--- src/rtl/core/setb_pkg.sv ---
// ----------------------------------------------------------------------------
// setb_pkg: shared definitions for the sparse entry tile binner
// Register indexes, result codes, defaults and controller/datapath structs.
// ----------------------------------------------------------------------------
package setb_pkg;

    // Width of every configuration register.
    localparam int CFG_W     = 24;
    localparam int CFG_IDX_W = 2;

    localparam int DEF_MAX_TILES   = 1024;
    localparam int DEF_COORD_WIDTH = 24;
    localparam int DEF_COUNT_WIDTH = 32;

    localparam logic [CFG_W-1:0] MATRIX_ROWS_RESET = CFG_W'(1);
    localparam logic [CFG_W-1:0] MATRIX_COLS_RESET = CFG_W'(1);
    localparam logic [CFG_W-1:0] TILE_SIZE_RESET   = CFG_W'(1000000);

    // Configuration register indexes.
    localparam logic [CFG_IDX_W-1:0] REG_MATRIX_ROWS = 2'd0;
    localparam logic [CFG_IDX_W-1:0] REG_MATRIX_COLS = 2'd1;
    localparam logic [CFG_IDX_W-1:0] REG_TILE_SIZE   = 2'd2;

    // Result status codes.
    localparam int STATUS_W = 2;
    localparam logic [STATUS_W-1:0] ST_BINNED  = 2'd0;
    localparam logic [STATUS_W-1:0] ST_OUTSIDE = 2'd1;
    localparam logic [STATUS_W-1:0] ST_BEYOND  = 2'd2;
    localparam logic [STATUS_W-1:0] ST_READOUT = 2'd3;

    // Commands from the controller to the datapath.
    typedef struct packed {
        logic load;
        logic div_step;
        logic mul;
        logic idx;
        logic rd;
        logic fin;
        logic clr;
    } setb_cmd_t;

    // Status from the datapath to the controller.
    typedef struct packed {
        logic clr_last;
        logic out_busy;
    } setb_stat_t;

endpackage

--- src/rtl/core/setb_ctrl.sv ---
// ----------------------------------------------------------------------------
// setb_ctrl: sequencing state machine for the tile binner
// Runs the clearing pass, the division steps and the count update.
// ----------------------------------------------------------------------------
module setb_ctrl
    import setb_pkg::*;
#(
    parameter int DIV_W = DEF_COORD_WIDTH
)
(
    input  logic       clk,
    input  logic       rst_n,
    input  logic       s_tvalid,
    input  logic       s_tuser,
    output logic       s_tready,
    input  setb_stat_t stat,
    output setb_cmd_t  cmd
);

    localparam int STEP_W = $clog2(DIV_W);

    localparam logic [2:0] ST_IDLE  = 3'd0;
    localparam logic [2:0] ST_CLEAR = 3'd1;
    localparam logic [2:0] ST_DIV   = 3'd2;
    localparam logic [2:0] ST_MUL   = 3'd3;
    localparam logic [2:0] ST_IDX   = 3'd4;
    localparam logic [2:0] ST_RD    = 3'd5;
    localparam logic [2:0] ST_CNT   = 3'd6;

    logic [2:0]        state_reg;
    logic [2:0]        state_next;
    logic [STEP_W-1:0] step_reg;
    logic [STEP_W-1:0] step_next;

    always_comb
    begin
        state_next = state_reg;
        step_next  = step_reg;
        cmd        = '0;
        s_tready   = 1'b0;
        unique case (state_reg)
            ST_IDLE:
            begin
                s_tready = 1'b1;
                if (s_tvalid)
                begin
                    cmd.load   = 1'b1;
                    step_next  = '0;
                    state_next = s_tuser ? ST_RD : ST_DIV;
                end
            end
            ST_CLEAR:
            begin
                cmd.clr = 1'b1;
                if (stat.clr_last)
                begin
                    state_next = ST_IDLE;
                end
            end
            ST_DIV:
            begin
                cmd.div_step = 1'b1;
                step_next    = step_reg + STEP_W'(1);
                if (step_reg == STEP_W'(DIV_W - 1))
                begin
                    state_next = ST_MUL;
                end
            end
            ST_MUL:
            begin
                cmd.mul    = 1'b1;
                state_next = ST_IDX;
            end
            ST_IDX:
            begin
                cmd.idx    = 1'b1;
                state_next = ST_RD;
            end
            ST_RD:
            begin
                cmd.rd     = 1'b1;
                state_next = ST_CNT;
            end
            ST_CNT:
            begin
                // Hold the finished count until the output register is free.
                if (!stat.out_busy)
                begin
                    cmd.fin    = 1'b1;
                    state_next = ST_IDLE;
                end
            end
            default:
            begin
                state_next = ST_IDLE;
            end
        endcase
    end

    always_ff @(posedge clk or negedge rst_n)
    begin
        if (!rst_n)
        begin
            state_reg <= ST_CLEAR;
            step_reg  <= '0;
        end
        else
        begin
            state_reg <= state_next;
            step_reg  <= step_next;
        end
    end

    a_one_cmd: assert property (@(posedge clk) disable iff (!rst_n)
        $onehot0(cmd))
        else $error("more than one datapath command at once");

    a_busy_after_accept: assert property (@(posedge clk) disable iff (!rst_n)
        (s_tvalid && s_tready) |=> !s_tready)
        else $error("request accepted while the previous one is in work");

    a_div_start: assert property (@(posedge clk) disable iff (!rst_n)
        (s_tvalid && s_tready && !s_tuser) |=> (state_reg == ST_DIV && step_reg == '0))
        else $error("entry request did not start the division");

endmodule

--- config.mk ---
export PLATFORM = sky130hd
export DESIGN_NAME = setb_ctrl
export DESIGN_NICKNAME = d
export VERILOG_FILES = /design/src/rtl/core/setb_pkg.sv /design/src/rtl/core/setb_ctrl.sv
export SDC_FILE = /design/constraint.sdc
export NUM_CORES = 1
export LEC_CHECK = 0
export BUFFER_PORTS_ARGS = -buffer_cell sky130_fd_sc_hd__buf_4
export CAP_MARGIN = 20
export CORE_AREA = 2 2 39 41
export DETAILED_ROUTE_END_ITERATION = 16
export DIE_AREA = 0 0 41 43
export PLACE_DENSITY = 0.71
export SYNTH_ARGS = -nofsm -noshare
export SYNTH_HDL_FRONTEND = slang
export SYNTH_SLANG_ARGS = --single-unit
export TNS_END_PERCENT = 20
--- constraint.sdc ---
create_clock -name clk -period 1.52 [get_ports clk]
set_input_delay 0.228 -clock clk [delete_from_list [all_inputs] [get_ports clk]]
set_output_delay 0.228 -clock clk [all_outputs]
set_load 0.01 [all_outputs]
# --- Word-level counts from Yosys, hierarchy flattened ---
# Index checks and enable logic that the tools add are counted.
classes:
  add_sub_neg: 1
  n_mul: 0
  n_div: 0
  n_lt_le_gt_ge: 0
  n_eq_ne: 11
  shift: 0
  mux: 18
  n_bitwise: 0
  n_reduce_logical: 4
ops:
  columns: ["op", "count"]
  rows:
  - ["3-bit one-hot mux with 7 select lines", 1]
  - ["3-bit two-way mux", 5]
  - ["1-bit two-way mux", 10]
  - ["5-bit one-hot mux with 2 select lines", 1]
  - ["3-bit equality test, second input constant", 3]
  - ["2-bit inequality test, second input constant", 4]
  - ["3-bit by 2-bit equality test with 1-bit output, second input constant", 2]
  - ["5-bit by 1-bit adder with 5-bit output, second input constant", 1]
  - ["5-bit equality test, second input constant", 1]
  - ["5-bit two-way mux", 1]
  - ["4-bit AND reduction", 1]
  - ["3-bit by 1-bit equality test with 1-bit output, second input constant", 1]
  - ["3-bit zero test", 1]
  - ["2-bit AND reduction", 1]
  - ["2-bit nonzero test", 1]
word_totals:
  register_bits: 8
  latchBits: 0
  ramBits: 0
  rom_bits: 0
  in_bits: 6
  out_inout_bits: 8
  wordCells: 36
  n_memories: 0

# --- Logic depth before layout (Yosys ltp) ---
# Gate-level depths: netlist of run 1.
depth:
  ltp_word: 3
  mapped_depth: 6
  ltp_nobuf: 5

# --- Worst setup path before layout of run 1 ---
# OpenSTA, ideal clock, no wires.
synth_path:
  path_kind: "register -> register"
  from: "reg state_reg[1]"
  to: "reg state_reg[2]"
  t_arrival_ns: 1.457
  required_time_ns: 1.389
  setup_slack_ns: -0.068
  path_stages_with_launch: 7
  path_buffers: 1
  period_less_slack_ns: 1.588
  path_cell_list: "dfrtp_1 buf_2 inv_1 ha_1 or2_2 a221oi_1 o22ai_1"
synth_between:
  elab_chain_cells: 3
synth_lines:
  columns: ["item", "line_no", "rtl"]
  rows:
  - ["start: declaration", "setb_ctrl.sv:30", "logic [2:0] state_reg;"]
  - ["start signal: assignment", "setb_ctrl.sv:109", "state_reg <= state_next;"]
  - ["3-bit by 2-bit equality test with 1-bit output (tied with other cells)", "setb_ctrl.sv:41", "unique case (state_reg)"]
  - ["2-bit inequality test (no source line)", null, null]
  - ["4-bit AND reduction (no source line)", null, null]
# Several ways; a longest one is shown, not always the timed one.
# A chain may end at the register's enable or synchronous reset.

==> flow_metrics.py, run 1 <==
metrics = {
    "status": {
        "status": "finished with violations",
        "failed_checks": "setup timing",
    },
    "power_and_ir_drop": {
        "sequentialPowerShare": 0.252,
        "peakVddDrop_v": 0.0008207,
        "p_leak_uw": 0.0003693,
        "power_uw": 1445,
        "pwr-share-comb": 0.613,
        "p_clk_frac": 0.135,
        "p_sw_uw": 590.9,
        "p_int_uw": 854.4,
        "sw_frac_of_total": 0.4088,
        "power_density_nw_per_um2": 1816,
    },
    "synth": {
        "synth_nets": 65,
        "synthFlopType": "dfrtp_1",
        "synth_compound_area_frac": 0.1735,
        "synth.avg_cell_area_sq_um": 10.12,
        "ys_ff_latch": 8,
        "synth_edf_count": 0,
        "synth_top_area_cell": "dfrtp_1",
        "synth_area_sq_um": 576.8,
        "synth.most_common_cell": "dfrtp_1",
        "yosysUniqueCellTypes": 34,
        "synthAdderAreaFrac": 0.04338,
        "seq_area_frac_synth": 0.3492,
        "synthSimpleGateAreaFrac": 0.2733,
        "synth_top_cells_by_area": "dfrtp_1 30%, a22o_1 6.1%, dfstp_2 4.6%, ha_1 4.3%, nor3b_1 3.9%",
        "synth_common_cells": "7 x dfrtp_1, 4 x a22o_1",
        "synth.area.mux_share": 0.05423,
        "ys_async_sr_fraction": 1.000,
        "synth_xor_area_frac": 0.04555,
        "synth_top_family_by_area": "simple AND/OR/NAND/NOR gates",
        "postSynthCellCount": 57,
        "yosysWarnings": 0,
        "netlist.area_leader.share": 0.3037,
    },
    "final_layout": {
        "largest_reg_flops": 5,
        "instances_no_fill": 95,
        "nets": 88,
        "antenna_cells": 0,
        "drive_above_1_share": 0.4051,
        "syn2layout_area_growth_pct": 37.96,
        "fillers": 124,
        "multi_input_area_sq_um": 360.3,
        "seqCellArea_sq_um": 201.4,
    },
    "grt": {
        "grt_pass1_wl_um": 2118,
        "antenna_found_initial": 0,
        "grt_pass1_vias": 516,
        "gr-total-overflow": 0,
        "grt_use_total": 0.1789,
        "grt_max_degree": 15,
    },
    "drt": {
        "routedWlPerCell_um": 14.01,
        "vias": 520,
        "via_per_inst": 5.474,
        "dr.pass1.iters": 4,
        "drt-total-wl_um": 1331,
        "drt_iter0_drc": 8,
        "antenna_left": 0,
        "drc_errors": 0,
    },
    "placement": {
        "port_buffers": 13,
        "place_inst": 87,
        "place_congestion": 0.7691,
        "dp_hpwl_um": 970.4,
    },
    "sta": {
        "slew_headroom": 0.7571,
        "fin_crit_sh": 1.003,
        "fin_worst_skew_ns": 0.004533,
        "final.min_clock_period_ns": 1.525,
        "rsz0062_at_grt": "yes",
        "tightestPinTransition_ns": 0.3552,
        "timing.final.hold_violations": 0,
        "setup_viol": 1,
        "max_freq_mhz": 655.9,
        "slew_viol_final": 0,
        "setup_ws_ns": -0.004581,
    },
    "floorplanning": {
        "io_pins": 14,
        "core_sq_um": 1384,
        "start_util": 0.4168,
        "fp-row-count": 14,
        "fp.dieH_um": 43,
        "die-area_sq_um": 1763,
        "fp.dieW_um": 41,
    },
    "job": {
        "cap_viol_max_count": 0,
    },
    "cts": {
        "numClockSinks": 8,
        "cts_made_buffers": 3,
        "cts_tree": "yes",
        "cts-root-buf": "clkbuf_4",
        "ctsHtreeMaxLevel": 1,
        "clk_path_buf_depth": 2,
        "clk_latency_ns": 0.27,
        "clkTransAtPathRegs_ns": 0.07,
    },
    "worst_setup_path": {
        "cp_slowest_cell": "dfrtp_1",
        "worstPathArrival_ns": 1.30,
        "worst_ep_required_time_ns": 1.29,
        "path_cells": "buf_4 -> nor3_4 -> and2_1 -> buf_4",
        "slowest_delay_ns": 0.40,
        "critPathMostFrequentCell": "buf_4",
        "end_kind": "output port",
        "critPathMaxFanout": 5,
        "critPathKind": "flop to output port",
        "cp-start-kind": "flop",
    },
    "hold_path": {
        "hold_path.class": "input pin to flop",
    },
}
critical path, delay by kind of cell (launching register included):
family                 cells  cell delay, ns
buffers and inverters      2            0.29
DFF                        1            0.40
and+or+nand+nor            2            0.34
power groups by stage:
stage | clock network, uW | registers (uW) | logic (uW)
floorplan | 0 | 352 | 545
global placement | 0 | 374 | 755
detailed placement | 0 | 377 | 779
CTS | 198 | 358 | 855
global route | 210 | 366 | 969
finish | 196 | 364 | 886
layer usage:
layer / GRT usage / share of wire
met1: 0.2308 / 0.45
met4: 0.04000 / 0.0098
met5: 0 / 0
met2: 0.2656 / 0.49
met3: 0.08377 / 0.047
per-stage QoR:
stage	setup TNS, ns	area [sq um]	hold slack, ns	setup slack [ns]	utilization
after floorplan	0	583.1	-0.06759	0.008059	-
after global placement	0	713.2	0.05074	0.07623	0.5154
after detailed placement	0	713.2	0.05602	0.06283	0.5154
after CTS	-0.03266	775.7	0.2180	-0.02836	0.5606
after global routing	-0.1122	795.8	0.2418	-0.04452	0.5750
final	-0.004581	795.8	0.2336	-0.004581	0.5750
final timing paths:
path	cells after the start	end	slack (ns)	from
max	4	cmd[6]	-0.005	state_reg[1]
min	3	state_reg[0]	0.23	stat[1]
max reg2reg	5	state_reg[2]	0.05	state_reg[1]
min reg2reg	1	step_reg[1]	0.54	step_reg[1]
max in group asynchronous	2	state_reg[0]	1.00	rst_n
min in group asynchronous	2	step_reg[4]	0.31	rst_n
cells in the final DEF, fill, tap and decap left out, drive strengths merged, types with 2 or more instances in the layout:
cell type	n
buf	20
nor3	2
nand2b	2
clkbuf	4
ha	2
xnor2	2
or3	2
inv	3
nand3	3
dfrtp	7
a22o	4
mux2i	2
nand2	3
nor2	2
nor3b	4
what timing repair did:
action / 4_1_cts / 5_1_grt
endpoints found under the hold margin: 8 / 0
gates resized for setup: 2 / 3
hold buffers: 1 / 0
pin swaps: 1 / 3
cloned: 0 / 0
buffers inserted: 2 / 1
endpoints found under the setup margin: 5 / 7
kinds of logic after synthesis:
kind of cell	count (synthesis)
muxes	3
adders and majority gates	2
and+or+nand+nor	23
DFF	8
xor gates and xnor gates	3
buffers and inverters	6
AOI/OAI and AO/OA	12
area by class of cell:
cell class | instances | area share
tap | 16 | 0.02516
sequential | 8 | 0.2531
inverter | 3 | 0.01415
timing repair buffer | 21 | 0.2217
multi-input combinational | 43 | 0.4528
clock buffer | 4 | 0.03302
(Power assumes the default switching activity.)
==> inputs of run 2 (changes only) <==
ABC_AREA = 1   (was default)
PLACE_DENSITY = 0.7   (was 0.71)
==> flow_metrics.py, run 2 <==
metrics = {
    "final_layout": {
        "final_cell_mix": "19 x buf_4, 17 x nand2_1, 14 x inv_1",
        "layout_commonest_cell": "buf_4",
        "post-route-util": 0.5615,
        "syn2layout_area_growth_pct": 34.71,
        "fillers": 137,
        "finalInstanceArea_sq_um": 777.0,
        "antenna_cells": 0,
        "largest_reg_flops": 5,
        "nets": 115,
        "drive_above_1_share": 0.3585,
    },
    "synth": {
        "postSynthCellCount": 83,
        "synth_common_cells": "18 x nand2_1, 14 x inv_1, 9 x nor2_1",
        "synth_top_area_cell": "dfrtp_1",
        "synthFlopType": "dfrtp_1",
        "synth_area_sq_um": 576.8,
        "seq_area_frac_synth": 0.3492,
        "netlist.area_leader.share": 0.3037,
        "ys_ff_latch": 8,
        "synth_nets": 91,
        "ys_async_sr_fraction": 1.000,
        "yosysUniqueCellTypes": 21,
        "yosysWarnings": 0,
        "synth_top_cells_by_area": "dfrtp_1 30%, nand2_1 12%, inv_1 9.1%, nand3_1 6.9%, nor2_1 5.9%",
        "synth.avg_cell_area_sq_um": 6.949,
        "synth.most_common_cell": "nand2_1",
        "synth_edf_count": 0,
    },
    "job": {
        "cap_viol_max_count": 0,
    },
    "floorplanning": {
        "core_sq_um": 1384,
        "fp-row-count": 14,
        "fp.dieH_um": 43,
        "fp.dieW_um": 41,
        "die-area_sq_um": 1763,
        "start_util": 0.4168,
        "io_pins": 14,
    },
    "worst_setup_path": {
        "cp-start-kind": "flop",
        "regToRegEndpoint": "state_reg[2]",
        "worstPathArrival_ns": 1.22,
        "rrSetupSlack_ns": 0.16,
        "worstReg2RegStart": "state_reg[1]",
        "critPathMaxFanout": 5,
        "critPathKind": "flop to output port",
        "worst_ep_required_time_ns": 1.29,
        "reg2reg_depth": 8,
        "end_kind": "output port",
    },
    "grt": {
        "antenna_found_initial": 0,
        "grt_max_degree": 9,
        "grt_pass1_vias": 450,
        "gr-total-overflow": 0,
        "grt_use_total": 0.1606,
        "grt_pass1_wl_um": 1828,
    },
    "cts": {
        "clk_latency_ns": 0.26,
        "clkTransAtPathRegs_ns": 0.05,
        "ctsHtreeMaxLevel": 1,
        "numClockSinks": 8,
        "clk_path_buf_depth": 2,
        "cts_tree": "yes",
        "cts_made_buffers": 3,
        "cts-root-buf": "clkbuf_4",
    },
    "drt": {
        "vias": 564,
        "routedWlPerCell_um": 9.852,
        "via_per_inst": 4.623,
        "antenna_left": 0,
        "drt-total-wl_um": 1202,
        "drc_errors": 0,
        "dr.pass1.iters": 2,
        "drt_iter0_drc": 13,
    },
    "sta": {
        "tightestPinTransition_ns": 0.2349,
        "timing.final.hold_violations": 0,
        "fin_setup_tns_ns": 0,
        "fin_crit_sh": 0.9504,
        "slew_viol_final": 0,
        "max_freq_mhz": 692.2,
        "holdWs_ns": 0.2218,
        "fin_worst_skew_ns": 0.01236,
        "final.min_clock_period_ns": 1.445,
        "setup_viol": 0,
        "slew_headroom": 0.8434,
    },
    "placement": {
        "port_buffers": 13,
        "placed_area_sq_um": 683.2,
        "place_congestion": 0.8852,
        "dp_hpwl_um": 846.9,
    },
    "power_and_ir_drop": {
        "power_uw": 1448,
        "peakVddDrop_v": 0.0007499,
        "p_leak_uw": 0.0004335,
        "power_density_nw_per_um2": 1863,
    },
    "hold_path": {
        "min_from": "stat[1]",
        "hold_path.class": "input pin to flop",
        "whs_path_depth": 4,
        "hold_end": "state_reg[0]",
    },
    "status": {
        "status": "completed",
    },
}
-- run 2: cell count changes after synthesis, sizes merged, moves of 2 or more --
cell and change:
nand2 +17, inv +14, nor2 +11, o21ai +7, nand3 +6, a22o -4
nor3b -4, a21oi +2, buf -2, nand2b -2, nor3 -2, or3 -2
xnor2 -2
-- run 2: routing by layer --
layer	track usage	up-vias	share of wire
li1	-	309	-
met1	0.2140	244	0.47
met2	0.2063	9	0.48
met3	0.05236	2	0.029
met4	0.1200	0	0.016
met5	0	-	0
-- run 2: worst max-delay path: stages, from the launching register on --
cell and delay, ns:
dfrtp_2 0.46, nor2_4 0.18, nand2_2 0.11, nor2_1 0.10, buf_4 0.12
-- run 2: how the worst max path moves through the flow --
stage	start	to	slack, ns	depth (start not counted)
after CTS	state_reg[0]	cmd[2]	0.05	5
final	state_reg[1]	cmd[6]	0.08	4
after global placement	state_reg[1]	state_reg[2]	0.21	7
after global routing	state_reg[1]	cmd[6]	-0.04	4
after detailed placement	state_reg[1]	state_reg[2]	0.17	7
after floorplan	state_reg[1]	state_reg[0]	0.37	8
-- run 2: logic make-up (layout without fill, tap and decap cells) --
group	Yosys count	in the layout	share of synthesized area
buf+inv	18	41	0.1301
fa+ha+maj	2	2	0.04338
mux	1	1	0.01735
flops	8	8	0.3493
compound gates	11	11	0.1128
simple gates	43	43	0.3471
-- run 2: final cells by class --
class / instances / area (sq um) / share of cell area
Inverter: 17 / 66.31 / 0.08535
Multi-Input combinational cell: 57 / 307.8 / 0.3961
Clock buffer: 4 / 26.28 / 0.03382
Sequential cell: 8 / 203.9 / 0.2625
Timing Repair Buffer: 20 / 152.6 / 0.1965
Tap cell: 16 / 20.02 / 0.02576
-- run 2: per-stage QoR --
step           instances  setup slack (ns)
6_report             122           0.07537
3_5_place_dp         111            0.1700
5_1_grt              122          -0.03568
2_1_floorplan         83            0.3674
3_3_place_gp         111            0.2070
4_1_cts              116           0.04514
-- run 2: timing repair --
| item | 4_1_cts | 5_1_grt |
|---|---|---|
| hold endpoints to repair | 8 | 0 |
| gates resized for setup | 0 | 5 |
| endpoints found under the setup margin | 0 | 5 |
| buffers inserted | 0 | 6 |
| hold buffers | 1 | 0 |
-- run 2: power breakdown --
part           total, uW  internal [uW]  switching, uW  leakage, uW
Clock                175            101           74.7    0.0000150
Combinational        865            382            483     0.000318
Sequential           408            305            102     0.000101
